==> config.mk <==
export PLATFORM = sky130hd
export DESIGN_NAME = dcvf_ctrl
export DESIGN_NICKNAME = d
export VERILOG_FILES = /design/src/rtl/dcvf_pkg.sv /design/src/rtl/dcvf_ctrl.sv
export SDC_FILE = /design/constraint.sdc
export NUM_CORES = 1
export LEC_CHECK = 0
export BUFFER_PORTS_ARGS = -buffer_cell sky130_fd_sc_hd__buf_2
export CAP_MARGIN = 25
export CORE_MARGIN = 1
export CORE_UTILIZATION = 35
export DETAILED_ROUTE_END_ITERATION = 10
export GPL_TIMING_DRIVEN = 0
export PLACE_DENSITY_LB_ADDON = 0.1
export SLEW_MARGIN = 20
export SYNTH_ARGS = -nofsm -noshare
export SYNTH_HDL_FRONTEND = slang
export SYNTH_SLANG_ARGS = --single-unit
==> constraint.sdc <==
create_clock -name clk -period 3.3 [get_ports clk]
set_input_delay 0.66 -clock clk [delete_from_list [all_inputs] [get_ports clk]]
set_output_delay 0.66 -clock clk [all_outputs]
set_load 0.02 [all_outputs]
==> src/rtl/dcvf_pkg.sv <==
// shared types, constants and helpers for the dual comb voicing filter
package dcvf_pkg;

	localparam int CHANNELS    = 16;
	localparam int RING_DEPTH  = 2048;
	localparam int SAMPLE_BITS = 24;

	localparam int CH_BITS   = 4;
	localparam int CHI_BITS  = (CHANNELS > 1) ? $clog2(CHANNELS) : 1;
	localparam int POS_BITS  = $clog2(RING_DEPTH);
	localparam int MEM_DEPTH = CHANNELS * RING_DEPTH;
	localparam int ADDR_BITS = $clog2(MEM_DEPTH);
	localparam int ACC_BITS  = SAMPLE_BITS + 20;
	localparam int MIX_BITS  = ACC_BITS + 18;

	localparam logic [15:0] LEVEL_LOW  = 16'd655;
	localparam logic [15:0] LEVEL_HIGH = 16'd64880;
	localparam logic [12:0] SLIDE_GAIN = 13'd5033;
	localparam logic [6:0]  SQ_GAIN    = 7'd77;
	localparam logic [17:0] OFFA_BASE  = 18'd209715;
	localparam logic [17:0] OFFB_GAIN  = 18'd252314;
	localparam logic [22:0] OFFB_BASE  = 23'd2686976;
	localparam logic [15:0] GAIN_A_MID = 16'd17957;
	localparam logic [15:0] GAIN_A_OUT = 16'd7021;
	localparam logic [15:0] GAIN_B_MID = 16'd41222;
	localparam logic [15:0] GAIN_B_OUT = 16'd37842;

	// register indexes
	localparam logic [1:0] REG_RATE   = 2'd0;
	localparam logic [1:0] REG_NARROW = 2'd1;
	localparam logic [1:0] REG_WIDE   = 2'd2;

	typedef enum logic [3:0] {
		ST_IDLE, ST_SLIDE, ST_OFFA, ST_OFFB, ST_TAPS, ST_READ, ST_DRAIN, ST_MIX, ST_OUT
	} state_t;

	// controller to datapath
	typedef struct packed {
		logic       load;
		logic       slide;
		logic       offa;
		logic       offb;
		logic       taps;
		logic       rd;
		logic [2:0] tap_idx;
		logic       acc_en;
		logic [2:0] acc_idx;
		logic       mix;
		logic       out_load;
	} dp_cmd_t;

	function automatic logic [15:0] clamp_level(input logic [15:0] v);
		if (v < LEVEL_LOW) return LEVEL_LOW;
		if (v > LEVEL_HIGH) return LEVEL_HIGH;
		return v;
	endfunction

endpackage

==> src/rtl/dcvf_ctrl.sv <==
// controller state machine sequencing one request through the datapath
module dcvf_ctrl
	import dcvf_pkg::*;
(
	input  logic    clk,
	input  logic    arst_n,
	input  logic    in_valid,
	output logic    in_ready,
	output logic    out_valid,
	input  logic    out_ready,
	input  logic    clr_busy,
	output dp_cmd_t cmd
);
	state_t     state_q, state_d;
	logic [2:0] cnt_q, cnt_d;
	logic       ovalid_q;

	// next state
	always_comb begin
		state_d = state_q;
		cnt_d   = cnt_q;
		case (state_q)
			ST_IDLE:  if (in_valid && !clr_busy) state_d = ST_SLIDE;
			ST_SLIDE: state_d = ST_OFFA;
			ST_OFFA:  state_d = ST_OFFB;
			ST_OFFB:  state_d = ST_TAPS;
			ST_TAPS:  begin state_d = ST_READ; cnt_d = 3'd0; end
			ST_READ:  begin
				cnt_d = cnt_q + 3'd1;
				if (cnt_q == 3'd5) state_d = ST_DRAIN;
			end
			ST_DRAIN: state_d = ST_MIX;
			ST_MIX:   state_d = ST_OUT;
			ST_OUT:   if (!ovalid_q || out_ready) state_d = ST_IDLE;
			default:  state_d = ST_IDLE;
		endcase
	end

	// outputs
	always_comb begin
		cmd      = '0;
		in_ready = 1'b0;
		case (state_q)
			ST_IDLE:  begin
				in_ready = !clr_busy;
				cmd.load = in_valid && in_ready;
			end
			ST_SLIDE: cmd.slide = 1'b1;
			ST_OFFA:  cmd.offa = 1'b1;
			ST_OFFB:  cmd.offb = 1'b1;
			ST_TAPS:  cmd.taps = 1'b1;
			ST_READ:  begin
				cmd.rd      = 1'b1;
				cmd.tap_idx = cnt_q;
				cmd.acc_en  = cnt_q != 3'd0;
				cmd.acc_idx = cnt_q - 3'd1;
			end
			ST_DRAIN: begin cmd.acc_en = 1'b1; cmd.acc_idx = 3'd5; end
			ST_MIX:   cmd.mix = 1'b1;
			ST_OUT:   cmd.out_load = !ovalid_q || out_ready;
			default:  cmd = '0;
		endcase
	end

	assign out_valid = ovalid_q;

	// state registers
	always_ff @(posedge clk or negedge arst_n) begin
		if (!arst_n) begin
			state_q  <= ST_IDLE;
			cnt_q    <= '0;
			ovalid_q <= 1'b0;
		end else begin
			state_q <= state_d;
			cnt_q   <= cnt_d;
			if (cmd.out_load) ovalid_q <= 1'b1;
			else if (out_ready) ovalid_q <= 1'b0;
		end
	end

	a_one_at_a_time: assert property (@(posedge clk) disable iff (!arst_n)
		in_valid && in_ready |=> state_q == ST_SLIDE)
		else $error("request did not start");
	a_no_accept_busy: assert property (@(posedge clk) disable iff (!arst_n)
		state_q != ST_IDLE |-> !in_ready)
		else $error("ready while busy");
	a_out_hold: assert property (@(posedge clk) disable iff (!arst_n)
		out_valid && !out_ready |=> out_valid)
		else $error("result dropped");
endmodule

==> out/qor.csv <==
stage,metric,value,unit
run_status,outcome,finished clean,
global_routing,gr usage total,0.164,
cells_and_area,fin cells,111,
timing,Slew @ Worst Pin,0.408,ns
critical_path,startpoint types,flip-flop,
critical_path,Crit Path Category,flip-flop to output port,
timing,endpoints failing setup,0,
routing,Final ANT Viol Nets,0,
synth,Ys Warns,0,
clock_tree,Worst-path clk slew,0.06,ns
timing,Fin Setup TNS,0,ns
synth,Mapped Nets,80,
cells_and_area,Nets,106,
critical_path,Worst path max stage delay,0.41,ns
timing,fin crit period,2.22,ns
clock_tree,post-cts sizing count,0,
clock_tree,post-CTS setup buffer count,0,
floorplanning,die height,42.7,microns
synth,post-synthesis instance total,71,
synth,mapped cell area,581,sq um
clock_tree,Worst-Skew Late Latency,0.25,ns
placement,number of I/O port buffers,21,
critical_path,CP Max Fanout,10,
power_and_ir_drop,Power per Cell Area,973,mW/mm^2
critical_path,Critical Path RT,2.64,ns
routing,# DRC,0,
synth,Area contributors post-synth,"dfrtp_1 34%, ha_1 8.6%, nor3_1 6.9%, nand2b_1 5.4%, nand2_1 5.2%",
synth,syn_area_per_cell,8.18,sq um
cells_and_area,"commonest non-fill, non-tap cell in the layout",buf_2,
cells_and_area,most frequent cells in the layout,"24 x buf_2, 8 x nor3_1, 8 x nand2_1, 8 x dfrtp_1, 6 x nor2_1",
floorplanning,initial core utilization,0.381,
timing,fin crit share,0.672,
floorplanning,full die area,0.00183,sq mm
timing,fmax,451,MHz
synth,post-synth cell types,23,
placement,Post-Place Cells,108,
cells_and_area,Synth-to-Final Area Change,25.4,%
global_routing,GRT Residual Overflow,0,
power_and_ir_drop,VDD IR max,0.369,mV
timing,slew margin rel.,0.728,
timing,Setup Skew,0.00582,ns
clock_tree,total CTS buffers,3,
routing,initial DRC count,4,
critical_path,Critical Path AT,1.56,ns
clock_tree,H-tree depth,1,
floorplanning,Core Region,0.00152,sq mm
synth,area share of the largest cell type after synthesis,0.345,
timing,unrepaired setup endpoints after global routing,no,
global_routing,largest net degree at the start of global routing,11,
floorplanning,Die X,42.7,microns
critical_path,Critical-path top delay cell,dfrtp_1,
routing,TritonRoute pass-1 iters,2,
synth,post-synth top area cell,dfrtp_1,
clock_tree,worst-case clock buffer depth,2,
routing,Vias,562,
clock_tree,Root Buffer,clkbuf_4,
cells_and_area,ANT cells,0,
global_routing,first-pass GRT wire length,2220,microns
timing,Final Hold Vio Count,0,
cells_and_area,layout cell share with drive strength beyond 1,0.305,
critical_path,crit end category,output port,
routing,vias per cell,5.06,
run,max_cap viols,0,
power_and_ir_drop,total power,0.000708,W
critical_path,critical-path cell list,"buf_2, nor3_1, and3_1, buf_2",
placement,routability cong.,0.710,
clock_tree,Hold Buf Count CTS,0,
clock_tree,CTS tree,built,
critical_path,CP dominant cell by count,buf_2,
floorplanning,I/O pins,22,
synth,register area share after synthesis,0.345,
floorplanning,FP Rows,14,
routing,DRT Wirelength,1310,microns
synth,synthesized flop and latch total,8,
clock_tree,clock sink total,8,
global_routing,initial antenna violation count,0,
timing,Slew Limit Fails,0,
routing,drt wl/cell,11.8,microns
placement,Detail Placement HPWL,992,microns
hold_path,worst hold-check path type,primary input to asynchronous set/reset pin,
global_routing,vias in the first global route,492,
power_and_ir_drop,Lkg Pwr,0.386,nW
-- synth_stat cells (all sizes together) --
cell,count
a21boi,3
a21oi,3
and2,2
and3,1
buf,4
clkbuf,1
dfrtp,8
ha,4
inv,3
nand2,8
nand2b,6
nor2,6
nor2b,1
nor3,8
o211ai,1
o21ai,5
o22ai,1
o31ai,1
or4,2
or4b,1
xor2,2
-- final cells by class --
cell class              instances  area [sq um]
repair buffers                 21           105
multi-input cells              55           339
clock buffers                   3          22.5
well taps                      16          20.0
inverters                       3          11.3
flip-flops and latches          8           200
plain buffers                   5          30.0
fillers                       176           796
-- cells by family (layout without fill, tap and decap cells) --
family                     count (synthesis)  after routing  synth area share
AOI/OAI and AO/OA                         14             14             0.144
xor gates and xnor gates                   2              2            0.0302
adders and majority gates                  4              4            0.0862
buffers and inverters                      8             32            0.0711
DFF                                        8              8             0.345
and+or+nand+nor                           35             35             0.323
-- worst paths after layout --
path / from / to / slack, ns / cells after the start
setup / recovery: state_q[1]$_DFFE_PN0P_ / cmd[0] / 1.08 / 4
hold / removal: arst_n / state_q[2]$_DFFE_PN0P_ / 0.24 / 1
setup reg to reg: state_q[1]$_DFFE_PN0P_ / state_q[0]$_DFFE_PN0P_ / 1.98 / 4
hold reg to reg: out_valid$_DFFE_PN0P_ / out_valid$_DFFE_PN0P_ / 0.52 / 2
max in group asynchronous: arst_n / cnt_q[1]$_DFFE_PN0P_ / 2.88 / 1
min in group clk: out_valid$_DFFE_PN0P_ / out_valid$_DFFE_PN0P_ / 0.52 / 2
-- critical path: cells and delay by family (launching register included) --
| kind | cells | cell delay (ns) |
|---|---|---|
| simple gates | 2 | 0.54 |
| flops | 1 | 0.41 |
| buf+inv | 2 | 0.35 |
-- report_power, final --
part           internal, W  switching [W]  leakage [nW]  total [W]
Sequential        0.000137      0.0000317         0.102   0.000168
Combinational     0.000169       0.000296         0.271   0.000465
Clock            0.0000416      0.0000333        0.0138  0.0000750
-- state kept, by name, summed over array words and instances (netlist names) --
signal,count
out_valid,1
cnt_q,3
state_q,4
-- layer usage --
metal | GRT usage | share of wire | wire (microns) | vias up
met5 | 0 | 0 | 0 | -
met3 | 0.0809 | 0.069 | 90 | 0
met2 | 0.230 | 0.42 | 554 | 17
met1 | 0.225 | 0.51 | 666 | 247
met4 | 0.0375 | 0 | 0 | 0
li1 | - | - | - | 298
-- through the flow --
step	util	instance area (sq um)	setup slack, ns	hold slack (ns)
2_1_floorplan	-	581	1.36	0.364
3_3_place_gp	0.463	706	1.40	0.502
3_5_place_dp	0.463	706	1.38	0.499
4_1_cts	0.478	728	1.09	0.238
5_1_grt	0.478	728	0.954	0.242
6_report	0.478	728	1.08	0.239
Power figures use the tool's default switching activity.
